==> src/dtq_pkg.sv <==
package dtq_pkg;

    localparam int ID_W    = 16;
    localparam int DLY_W   = 16;
    localparam int ACT_W   = 2;
    localparam int STAT_W  = 2;
    localparam int NRES_W  = 5;

    localparam logic [NRES_W-1:0] MAX_RESULTS = 5'd16;

    localparam logic [ACT_W-1:0] ACT_INSERT = 2'd0;
    localparam logic [ACT_W-1:0] ACT_TICK   = 2'd1;
    localparam logic [ACT_W-1:0] ACT_FLUSH  = 2'd2;

    localparam logic [STAT_W-1:0] ST_ACCEPTED = 2'd0;
    localparam logic [STAT_W-1:0] ST_RELEASED = 2'd1;
    localparam logic [STAT_W-1:0] ST_NONE     = 2'd2;
    localparam logic [STAT_W-1:0] ST_FULL     = 2'd3;

    typedef struct packed {
        logic [ID_W-1:0]  id;
        logic [DLY_W-1:0] delta;
    } t_entry;

endpackage

==> src/dtq_if.sv <==
interface dtq_in_if;
    logic                      valid;
    logic                      ready;
    logic [dtq_pkg::ACT_W-1:0] action;
    logic [dtq_pkg::ID_W-1:0]  waiter_id;
    logic [dtq_pkg::DLY_W-1:0] delay_ticks;

    modport source(output valid, action, waiter_id, delay_ticks, input ready);
    modport sink(input valid, action, waiter_id, delay_ticks, output ready);
endinterface

interface dtq_out_if;
    logic                       valid;
    logic                       ready;
    logic [dtq_pkg::ID_W-1:0]   released_id;
    logic [dtq_pkg::STAT_W-1:0] status;
    logic                       last;

    modport source(output valid, released_id, status, last, input ready);
    modport sink(input valid, released_id, status, last, output ready);
endinterface

==> src/delta_timer_queue.sv <==
// An item is taken only while the block is idle, and one item is worked on at a time. Its first
// result is registered from S_START for a refused or appended insert, an empty queue or an unused
// action; from S_REL for a flush or a tick, where a release is held until the next head shows
// whether it is last; and from S_PUT, after S_WALK has moved the later entries, for an insert
// that walks the queue. Reset (synchronous, active low) empties the queue; memory is kept.
module delta_timer_queue #(
    parameter int QUEUE_DEPTH = 16
) (
    input  logic      i_clk,
    input  logic      i_rst_n,
    dtq_in_if.sink    i_in,
    dtq_out_if.source o_res
);

    localparam int AW = (QUEUE_DEPTH > 1) ? $clog2(QUEUE_DEPTH) : 1;
    localparam int CW = $clog2(QUEUE_DEPTH + 1);
    localparam int SW = CW + 1;
    localparam int IW = dtq_pkg::ID_W;
    localparam int DW = dtq_pkg::DLY_W;

    typedef enum logic [2:0] {
        S_IDLE,
        S_START,
        S_WALK,
        S_PUT,
        S_REL,
        S_FIX
    } t_state;

    // Maps a position in the queue to its slot in the circular memory.
    function automatic logic [AW-1:0] phys(input logic [AW-1:0] head,
                                           input logic [CW-1:0] pos);
        logic [SW-1:0] sum;
        sum = SW'(head) + SW'(pos);
        if (sum >= SW'(QUEUE_DEPTH)) begin
            sum = sum - SW'(QUEUE_DEPTH);
        end
        return AW'(sum);
    endfunction

    function automatic logic [DW-1:0] sat_add(input logic [DW-1:0] a,
                                              input logic [DW-1:0] b);
        logic [DW:0] s;
        s = {1'b0, a} + {1'b0, b};
        return s[DW] ? {DW{1'b1}} : s[DW-1:0];
    endfunction

    dtq_pkg::t_entry r_mem [QUEUE_DEPTH];
    dtq_pkg::t_entry r_rdata;

    t_state                      r_state, n_state;
    logic [CW-1:0]               r_count, n_count;
    logic [AW-1:0]               r_head, n_head;
    logic [DW-1:0]               r_tail_abs, n_tail_abs;
    logic [DW-1:0]               r_abs, n_abs;
    logic [CW-1:0]               r_idx, n_idx;
    logic [dtq_pkg::ACT_W-1:0]   r_act, n_act;
    logic [IW-1:0]               r_id, n_id;
    logic [DW-1:0]               r_delay, n_delay;
    logic                        r_first, n_first;
    logic                        r_pend, n_pend;
    logic [IW-1:0]               r_pid, n_pid;
    logic [dtq_pkg::NRES_W-1:0]  r_nres, n_nres;
    logic [DW-1:0]               r_carry, n_carry;
    logic                        r_ovalid, n_ovalid;
    logic [IW-1:0]               r_oid, n_oid;
    logic [dtq_pkg::STAT_W-1:0]  r_ostat, n_ostat;
    logic                        r_olast, n_olast;

    logic                        s_we;
    logic [AW-1:0]               s_waddr;
    dtq_pkg::t_entry             s_wdata;
    logic [AW-1:0]               s_raddr;
    logic                        s_emit;
    logic [IW-1:0]               s_eid;
    logic [dtq_pkg::STAT_W-1:0]  s_est;
    logic                        s_elast;
    logic                        s_pop;

    logic                        out_free;
    logic [CW-1:0]               tail_pos;
    logic [AW-1:0]               nxt_head;
    logic [DW-1:0]               walk_lower;
    logic                        walk_stop;
    logic [DW-1:0]               tick_delta;
    logic                        tick_more;
    logic                        flush_last;

    assign out_free   = !r_ovalid || o_res.ready;
    assign tail_pos   = (r_count == '0) ? '0 : r_count - CW'(1);
    assign nxt_head   = phys(r_head, CW'(1));
    assign walk_lower = r_abs - r_rdata.delta;
    assign walk_stop  = (walk_lower <= r_delay) || (r_idx == '0);
    assign tick_delta = (r_first && r_rdata.delta != '0) ? r_rdata.delta - DW'(1)
                                                          : r_rdata.delta;
    // Another release follows only while the head has run out and the per-item limit allows.
    assign tick_more  = (r_count != '0) && (tick_delta == '0)
                        && (r_nres < dtq_pkg::MAX_RESULTS);
    assign flush_last = (r_count == CW'(1))
                        || (r_nres == dtq_pkg::MAX_RESULTS - dtq_pkg::NRES_W'(1));

    assign i_in.ready        = (r_state == S_IDLE);
    assign o_res.valid       = r_ovalid;
    assign o_res.released_id = r_oid;
    assign o_res.status      = r_ostat;
    assign o_res.last        = r_olast;

    always_comb begin
        n_state    = r_state;
        n_count    = r_count;
        n_head     = r_head;
        n_tail_abs = r_tail_abs;
        n_abs      = r_abs;
        n_idx      = r_idx;
        n_act      = r_act;
        n_id       = r_id;
        n_delay    = r_delay;
        n_first    = r_first;
        n_pend     = r_pend;
        n_pid      = r_pid;
        n_nres     = r_nres;
        n_carry    = r_carry;
        s_we       = 1'b0;
        s_waddr    = r_head;
        s_wdata    = '0;
        s_raddr    = r_head;
        s_emit     = 1'b0;
        s_eid      = '0;
        s_est      = dtq_pkg::ST_NONE;
        s_elast    = 1'b1;
        s_pop      = 1'b0;

        unique case (r_state)
            S_IDLE: begin
                if (i_in.valid) begin
                    n_act   = i_in.action;
                    n_id    = i_in.waiter_id;
                    n_delay = i_in.delay_ticks;
                    n_state = S_START;
                end
            end
            S_START: begin
                case (r_act)
                    dtq_pkg::ACT_INSERT: begin
                        if (r_count == CW'(QUEUE_DEPTH)) begin
                            if (out_free) begin
                                s_emit  = 1'b1;
                                s_est   = dtq_pkg::ST_FULL;
                                n_state = S_IDLE;
                            end
                        end else if (r_count == '0 || r_tail_abs <= r_delay) begin
                            // The new waiter goes behind every queued entry.
                            if (out_free) begin
                                s_we          = 1'b1;
                                s_waddr       = phys(r_head, r_count);
                                s_wdata.id    = r_id;
                                s_wdata.delta = r_delay - ((r_count == '0) ? '0 : r_tail_abs);
                                n_count       = r_count + CW'(1);
                                n_tail_abs    = r_delay;
                                s_emit        = 1'b1;
                                s_est         = dtq_pkg::ST_ACCEPTED;
                                n_state       = S_IDLE;
                            end
                        end else begin
                            s_raddr = phys(r_head, tail_pos);
                            n_idx   = tail_pos;
                            n_abs   = r_tail_abs;
                            n_state = S_WALK;
                        end
                    end
                    dtq_pkg::ACT_TICK, dtq_pkg::ACT_FLUSH: begin
                        if (r_count == '0) begin
                            if (out_free) begin
                                s_emit  = 1'b1;
                                n_state = S_IDLE;
                            end
                        end else begin
                            n_first = 1'b1;
                            n_pend  = 1'b0;
                            n_nres  = '0;
                            n_carry = '0;
                            n_state = S_REL;
                        end
                    end
                    default: begin
                        if (out_free) begin
                            s_emit  = 1'b1;
                            n_state = S_IDLE;
                        end
                    end
                endcase
            end
            S_WALK: begin
                // Walking back from the tail: each entry due later than the new waiter
                // moves up one place, and the one that ends up right behind it takes
                // the remaining difference as its delta.
                s_we          = 1'b1;
                s_waddr       = phys(r_head, r_idx + CW'(1));
                s_wdata.id    = r_rdata.id;
                s_wdata.delta = walk_stop ? r_abs - r_delay : r_rdata.delta;
                n_abs         = walk_lower;
                if (walk_stop) begin
                    n_state = S_PUT;
                end else begin
                    n_idx   = r_idx - CW'(1);
                    s_raddr = phys(r_head, r_idx - CW'(1));
                end
            end
            S_PUT: begin
                if (out_free) begin
                    s_we          = 1'b1;
                    s_waddr       = phys(r_head, r_idx);
                    s_wdata.id    = r_id;
                    s_wdata.delta = r_delay - r_abs;
                    n_count       = r_count + CW'(1);
                    s_emit        = 1'b1;
                    s_est         = dtq_pkg::ST_ACCEPTED;
                    n_state       = S_IDLE;
                end
            end
            S_REL: begin
                if (r_act == dtq_pkg::ACT_FLUSH) begin
                    if (out_free) begin
                        s_emit  = 1'b1;
                        s_eid   = r_rdata.id;
                        s_est   = dtq_pkg::ST_RELEASED;
                        s_elast = flush_last;
                        s_pop   = 1'b1;
                        n_carry = sat_add(r_rdata.delta, r_carry);
                        n_nres  = r_nres + dtq_pkg::NRES_W'(1);
                        if (flush_last) begin
                            n_state = (r_count == CW'(1)) ? S_IDLE : S_FIX;
                        end
                    end
                end else if (r_pend) begin
                    // The held release is emitted once the next head shows whether it is last.
                    if (out_free) begin
                        s_emit  = 1'b1;
                        s_eid   = r_pid;
                        s_est   = dtq_pkg::ST_RELEASED;
                        s_elast = !tick_more;
                        if (tick_more) begin
                            s_pop  = 1'b1;
                            n_pid  = r_rdata.id;
                            n_nres = r_nres + dtq_pkg::NRES_W'(1);
                        end else begin
                            n_pend  = 1'b0;
                            n_state = S_IDLE;
                        end
                    end
                end else if (tick_delta == '0) begin
                    s_pop   = 1'b1;
                    n_pid   = r_rdata.id;
                    n_pend  = 1'b1;
                    n_nres  = dtq_pkg::NRES_W'(1);
                    n_first = 1'b0;
                    if (r_rdata.delta != '0) begin
                        n_tail_abs = r_tail_abs - DW'(1);
                    end
                end else if (out_free) begin
                    s_we          = 1'b1;
                    s_waddr       = r_head;
                    s_wdata.id    = r_rdata.id;
                    s_wdata.delta = tick_delta;
                    n_tail_abs    = r_tail_abs - DW'(1);
                    s_emit        = 1'b1;
                    n_state       = S_IDLE;
                end
                if (s_pop) begin
                    n_head  = nxt_head;
                    n_count = r_count - CW'(1);
                    s_raddr = nxt_head;
                end
            end
            S_FIX: begin
                // A flush that stopped early folds the released deadline into the new head.
                s_we          = 1'b1;
                s_waddr       = r_head;
                s_wdata.id    = r_rdata.id;
                s_wdata.delta = sat_add(r_rdata.delta, r_carry);
                n_state       = S_IDLE;
            end
            default: begin
                n_state = S_IDLE;
            end
        endcase

        n_ovalid = r_ovalid;
        n_oid    = r_oid;
        n_ostat  = r_ostat;
        n_olast  = r_olast;
        if (s_emit) begin
            n_ovalid = 1'b1;
            n_oid    = s_eid;
            n_ostat  = s_est;
            n_olast  = s_elast;
        end else if (o_res.ready) begin
            n_ovalid = 1'b0;
        end
    end

    always_ff @(posedge i_clk) begin
        if (!i_rst_n) begin
            r_state  <= S_IDLE;
            r_count  <= '0;
            r_head   <= '0;
            r_first  <= 1'b0;
            r_pend   <= 1'b0;
            r_nres   <= '0;
            r_ovalid <= 1'b0;
        end else begin
            r_state  <= n_state;
            r_count  <= n_count;
            r_head   <= n_head;
            r_first  <= n_first;
            r_pend   <= n_pend;
            r_nres   <= n_nres;
            r_ovalid <= n_ovalid;
        end
        r_tail_abs <= n_tail_abs;
        r_abs      <= n_abs;
        r_idx      <= n_idx;
        r_act      <= n_act;
        r_id       <= n_id;
        r_delay    <= n_delay;
        r_pid      <= n_pid;
        r_carry    <= n_carry;
        r_oid      <= n_oid;
        r_ostat    <= n_ostat;
        r_olast    <= n_olast;
    end

    always_ff @(posedge i_clk) begin
        if (s_we) begin
            r_mem[s_waddr] <= s_wdata;
        end
        r_rdata <= r_mem[s_raddr];
    end

    a_count_bound: assert property (@(posedge i_clk) disable iff (!i_rst_n)
        r_count <= CW'(QUEUE_DEPTH))
        else $error("entry count beyond queue depth");

    a_no_write_idle: assert property (@(posedge i_clk) disable iff (!i_rst_n)
        (r_state == S_IDLE) |-> !s_we)
        else $error("entry memory written while idle");

    a_pop_count: assert property (@(posedge i_clk) disable iff (!i_rst_n)
        s_pop |=> (r_count == $past(r_count) - CW'(1)))
        else $error("release did not shrink the queue by one");

    a_zero_id: assert property (@(posedge i_clk) disable iff (!i_rst_n)
        (r_ovalid && r_ostat != dtq_pkg::ST_RELEASED) |-> (r_oid == '0))
        else $error("non-release result carries a waiter id");

endmodule

==> src/flat_wrapper.sv <==
// flat-port wrapper written by rule: the top's interface ports become plain ports
module delta_timer_queue_flat 
#(
    parameter int QUEUE_DEPTH = 16
)
  (i_clk, i_rst_n, i_in_valid, i_in_action, i_in_waiter_id, i_in_delay_ticks, i_in_ready, o_res_valid, o_res_released_id, o_res_status, o_res_last, o_res_ready);
  dtq_in_if i_in_i ();
  dtq_out_if o_res_i ();
  input  logic i_clk;
  input  logic i_rst_n;
  input wire logic [$bits(i_in_i.valid)-1:0] i_in_valid;
  input wire logic [$bits(i_in_i.action)-1:0] i_in_action;
  input wire logic [$bits(i_in_i.waiter_id)-1:0] i_in_waiter_id;
  input wire logic [$bits(i_in_i.delay_ticks)-1:0] i_in_delay_ticks;
  output wire logic [$bits(i_in_i.ready)-1:0] i_in_ready;
  output wire logic [$bits(o_res_i.valid)-1:0] o_res_valid;
  output wire logic [$bits(o_res_i.released_id)-1:0] o_res_released_id;
  output wire logic [$bits(o_res_i.status)-1:0] o_res_status;
  output wire logic [$bits(o_res_i.last)-1:0] o_res_last;
  input wire logic [$bits(o_res_i.ready)-1:0] o_res_ready;
  assign i_in_i.valid = i_in_valid;
  assign i_in_i.action = i_in_action;
  assign i_in_i.waiter_id = i_in_waiter_id;
  assign i_in_i.delay_ticks = i_in_delay_ticks;
  assign i_in_ready = i_in_i.ready;
  assign o_res_valid = o_res_i.valid;
  assign o_res_released_id = o_res_i.released_id;
  assign o_res_status = o_res_i.status;
  assign o_res_last = o_res_i.last;
  assign o_res_i.ready = o_res_ready;
  delta_timer_queue #(.QUEUE_DEPTH(QUEUE_DEPTH)) u_core (.i_clk(i_clk), .i_rst_n(i_rst_n), .i_in(i_in_i), .o_res(o_res_i));
endmodule
==> config.mk <==
export PLATFORM = sky130hd
export DESIGN_NAME = delta_timer_queue_flat
export DESIGN_NICKNAME = d
export VERILOG_FILES = /design/src/dtq_pkg.sv /design/src/dtq_if.sv /design/src/delta_timer_queue.sv /design/src/flat_wrapper.sv
export SDC_FILE = /design/constraint.sdc
export NUM_CORES = 1
export LEC_CHECK = 0
export ABC_AREA = 1
export BUFFER_PORTS_ARGS = -buffer_cell sky130_fd_sc_hd__buf_2
export CORE_ASPECT_RATIO = 1.2
export CORE_UTILIZATION = 25
export DETAILED_ROUTE_END_ITERATION = 16
export PLACE_DENSITY = 0.46
export SETUP_SLACK_MARGIN = 0.15
export SLEW_MARGIN = 0
export SYNTH_ARGS = -nofsm -noshare
export SYNTH_HDL_FRONTEND = slang
export SYNTH_SLANG_ARGS = --single-unit
==> constraint.sdc <==
create_clock -name i_clk -period 5.2 [get_ports i_clk]
set_input_delay 0.52 -clock i_clk [delete_from_list [all_inputs] [get_ports i_clk]]
set_output_delay 0.52 -clock i_clk [all_outputs]
set_load 0.1 [all_outputs]
## Word level (Yosys, flattened, before mapping)

Memories as Yosys holds them, arrays and structs flattened. A register that Yosys moved wholly into a read port is not among the register bits.
Cells that the tools add are included.

- Add/subtract/negate cells: 24
- Magnitude comparators: 9
- Equality and inequality tests: 37
- Multiplexer cells: 145
- Bitwise logic cells: 1
- Reduce and logical (&&, ||, !) cells: 34

Operator list:

| operator | count |
|---|---|
| 16-bit two-way mux | 28 |
| 32-bit two-way mux | 9 |
| 32-bit one-hot mux with 5 select lines | 1 |
| 16-bit one-hot mux with 2 select lines | 3 |
| 5-bit two-way mux | 18 |
| 4-bit two-way mux | 16 |
| 16-bit subtractor | 4 |
| 3-bit two-way mux | 14 |
| 1-bit two-way mux | 36 |
| 16-bit <= comparator | 2 |
| 16-bit by 1-bit subtractor with 16-bit output (second input constant) | 2 |
| 4-bit by 5-bit adder with 6-bit output | 5 |
| 6-bit by 5-bit >= comparator with 1-bit output (second input constant) | 5 |
| 4-bit one-hot mux with 3 select lines | 2 |
| 4-bit by 1-bit subtractor with 4-bit output (second input constant) | 6 |
| 5-bit one-hot mux with 2 select lines | 2 |
| 5-bit AND reduction | 4 |
| 2-bit by 1-bit != test with 1-bit output (second input constant) | 9 |
| 2-bit != test (second input constant) | 9 |
| 16-bit by 16-bit adder with 17-bit output | 1 |
| 16-bit logical NOT | 1 |
| 16-bit nonzero test | 1 |
| 5-bit by 1-bit adder with 5-bit output (second input constant) | 3 |
| 3-bit one-hot mux with 5 select lines | 1 |
| other kinds (41) | 68 |

- Register bits after elaboration: 142
- Memory bits (writable): 512
- Bits of input ports: 38
- Output and inout bits: 21
- Word-level logic and storage cells: 269
- Memories kept: 1

Memory list:

| name | depth | bits a word | rd ports | clocked after Yosys merged registers in | wr ports | RTL line | text |
|---|---|---|---|---|---|---|---|
| u_core.r_mem | 16 | 32 | 1 | 1 | 1 | delta_timer_queue.sv:48 | `dtq_pkg::t_entry r_mem [QUEUE_DEPTH];` |

## Logic depth before layout (Yosys ltp)

- Depth after elaboration: 13
- Depth in mapped cells: 38
- Mapped depth without buffers: 36

## Least setup slack after synthesis

No wires, ideal clock.

- Path type: register -> register
- Start: register, netlist name u_core.r_rdata[2]
- End: memory u_core.r_mem[0][3] (netlist bit), data pin
- Setup time: 0.392 ns
- Arrival time: 4.401 ns
- Data required time: 4.808 ns
- Setup slack: 0.407 ns
- Cell stages (with the launch flop): 29
- Buffers on the path: 1
- Clock period less this slack: 4.793 ns
- Path through: dfxtp_1 > inv_1 > ha_1 > nand2_1 > o21ai_0 > nand4_1 > o211ai_1 > a21oi_1 > o21ai_0 > a21oi_1 > o21ai_0 > a21oi_1 > o21bai_1 > xor2_1 > inv_1 > ha_1 > nand2_1 > inv_1 > o21ai_0 > nand2_1 > a21oi_1 > nand2_1 > nand2_1 > nor2_1 > inv_1 > clkbuf_1 > nor2_1 > a221oi_1 > o2111ai_1

RTL lines:

| element | RTL line |
|---|---|
| to (decl) | delta_timer_queue.sv:48 |

==> results_dict.tcl <==
set metrics [dict create \
    run_status "completed" \
    crit_type "register to register" \
    via_per_inst 4.61 \
    ys_types 49 \
    start_util_pct 25.2 \
    syn_to_final_growth_pct 27.5 \
    clk_path_buf_depth 3 \
    die_area_sq_um 144000 \
    grt_overflow_total 0 \
    multi_input_area_sq_um 13600 \
    fillers 14400 \
    yosysWarnings 0 \
    dr.pass1.iters 5 \
    reg2reg_from "u_core.r_abs[1]" \
    rows 151 \
    antennaDiodeCount 0 \
    setup.worst_path.end_class "register" \
    synth_top_family_by_area "simple AND/OR/NAND/NOR gates" \
    whs_ps 41.8 \
    slew_violations 0 \
    min_to "u_core.r_delay[10]" \
    yosys-top-cells-area "edfxtp_1 53%, nand3_1 9.1%, nand2_1 7.8%" \
    drt_wl_total_mm 121 \
    reg2reg_slack_ps 150 \
    worst_slack_ps 148 \
    final_cells 6033 \
    die_width_um 347 \
    dp.cells 5760 \
    cts-buffers-inserted 83 \
    layout_commonest_cell "nand2_1" \
    wl_per_cell_um 20.0 \
    grt_antenna_before_repair 0 \
    period_needed_ps 5050 \
    synth_xor_xnor_area_share_pct 1.91 \
    slew_headroom_pct 38.8 \
    total_power_mw 17.6 \
    yosys_register_bits 686 \
    place.gp.congestion 0.911 \
    synth_area_sq_um 35700 \
    crit_fanout 8 \
    portBuffers 58 \
    synth.area.mux_share_pct 0 \
    place_ws_ps -1060 \
    synth.avg_cell_area_sq_um 9.48 \
    worst_pin_slew_ps 916 \
    netlist_instances 3765 \
    tritoncts "yes" \
    final_area_sq_um 45500 \
    core_sq_um 142000 \
    cts_root_buf "clkbuf_16" \
    utilization_pct 32.2 \
    yosysTopAreaCell "edfxtp_1" \
    finalSetupViolCount 0 \
    crit_path_top_delay_cell "edfxtp_1" \
    skew_ps 45.7 \
    tns_ps 0 \
    synth_compound_area_share_pct 6.69 \
    drive_above_1_share_pct 17.7 \
    drtAntennaViolNets 0 \
    grt_max_degree 116 \
    hp-class "primary input to register" \
    grt_pass1_vias 27700 \
    reg2reg_depth 26 \
    grt_setup_unrepaired "true" \
    grt_pass1_wl_mm 177 \
    worstReg2RegEnd "u_core.r_mem[6][10]" \
    hpwl_mm 77.5 \
    min_period_over_period_pct 97.2 \
    pin_count 59 \
    arrival_ps 5440 \
    slowest_delay_ps 440 \
    hold_depth 1 \
    die_h_um 416 \
    ys_async_sr_fraction_pct 0 \
    powerDensity_nw_per_um2 386 \
    ys.flop_type "edfxtp_1" \
    ir_worst_vdd_uv 229 \
    synth-simple-area-share_pct 21.5 \
    cp-start-kind "register" \
    grt_use_total_pct 16.2 \
    critical_path_buf_inv_count 7 \
    clk_latency_ps 680 \
    regArea_sq_um 20100 \
    drt-initial-drc-count 1746 \
    fmax_mhz 198 \
    p_leak_nw 19.0 \
    placed_area_sq_um 40400 \
    htreeDepth 3 \
    path_clk_slew_ps 60 \
    cts_sinks 686 \
    nets 4309 \
    synth_edf_count 634 \
    yosysSeqAreaShare_pct 56.2 \
    num_vias 27800 \
    synth-adder-area-share_pct 5.29 \
    final_cell_mix "709 x nand2_1, 634 x edfxtp_1, 593 x nand3_1" \
    synth_top_cell_area_share_pct 53.3 \
    hold_viol_final 0 \
    synth_fp_nets 3948 \
    cp_data_required_time_ps 5590 \
    drcViolationCount 0 \
    crit_family "compound AO/OA/AOI/OAI gates" \
    min_from "i_in_delay_ticks[10]" \
    drv_cap 0 \
]
[synth_stat cells, drive strengths merged, types with 12 or more instances]
cell type  instances
a21oi            157
nand2            748
clkbuf            65
o21ai            153
edfxtp           634
a221oi            14
xnor2             15
nor3              12
nand3b            81
nand3            652
a22oi             12
buf              107
nand4             15
nor2             171
or2               13
xor2              63
dfxtp             52
ha               135
inv              564
[timing repair]
action | in CTS | in global routing
endpoints found under the setup margin | 768 | 321
pin swaps | 38 | 59
setup buffers | 42 | 25
hold endpoints to repair | 30 | 0
cloned | 7 | 13
gates resized for setup | 73 | 145
hold buffers | 30 | 0
[cells by family (layout without fill, tap and decap cells)]
kind of cell             count (synthesis)  in the layout
AND/OR/NAND/NOR                       1703           1706
buffers and inverters                  738           1167
flip-flops                             686            686
AO/OA/AOI/OAI                          415            415
adder cells (fa/ha/maj)                145            145
XOR/XNOR                                78             78
[sequential cells by signal, indices dropped and copies added, names as in the netlist, 2 cells and up]
register	count
u_core.r_state	3
u_core.o_res.released_id	16
u_core.r_count	5
u_core.r_head	4
u_core.r_nres	5
u_core.r_pid	16
u_core.r_rdata	32
u_core.r_mem	512
u_core.o_res.status	2
u_core.r_tail_abs	16
u_core.r_idx	5
u_core.r_carry	16
u_core.r_id	16
u_core.r_act	2
u_core.r_abs	16
u_core.r_delay	16
[power by group]
| part | switching [mW] | internal (mW) |
|---|---|---|
| Combinational | 3.07 | 1.84 |
| Sequential | 0.244 | 6.29 |
| Clock | 2.47 | 3.64 |
| Total | 5.79 | 11.8 |
[layer usage]
metal / vias to the layer above / wire (um) / global-route usage [%]
li1: 13500 / - / -
met1: 13500 / 50900 / 19.5
met2: 540 / 62200 / 29.6
met3: 168 / 4000 / 1.92
met4: 0 / 3800 / 5.65
met5: - / 0 / 0
[final cells by class]
type | count | area share [%]
clock buffer | 118 | 5.25
clock inverter | 38 | 1.14
inverter | 566 | 4.69
multi-input combinational | 2344 | 29.8
sequential | 686 | 44.1
tap | 1836 | 5.05
timing repair buffer | 445 | 9.95
[worst reg2reg max path, delay by kind of cell, from the launching register on]
| kind | cells | cell delay [ps] |
|---|---|---|
| AND/OR/NAND/NOR | 7 | 890 |
| XOR/XNOR | 1 | 230 |
| AO/OA/AOI/OAI | 9 | 1490 |
| buffers and inverters | 7 | 1110 |
| adder cells (fa/ha/maj) | 2 | 610 |
| flip-flops | 1 | 440 |
[how the worst max path moves through the flow]
| stage | start | end | depth (start not counted) |
|---|---|---|---|
| after floorplan | u_core.r_rdata[2] | u_core.r_mem[0][3] | 28 |
| after global placement | u_core.r_rdata[2] | u_core.r_rdata[6] | 31 |
| after detailed placement | u_core.r_rdata[2] | u_core.r_rdata[6] | 32 |
| after CTS | u_core.r_abs[0] | u_core.r_rdata[6] | 34 |
| after global routing | u_core.r_abs[1] | u_core.r_rdata[6] | 31 |
| final | u_core.r_abs[1] | u_core.r_mem[6][10] | 26 |
Note: power is estimated with default switching activity, not from simulation.
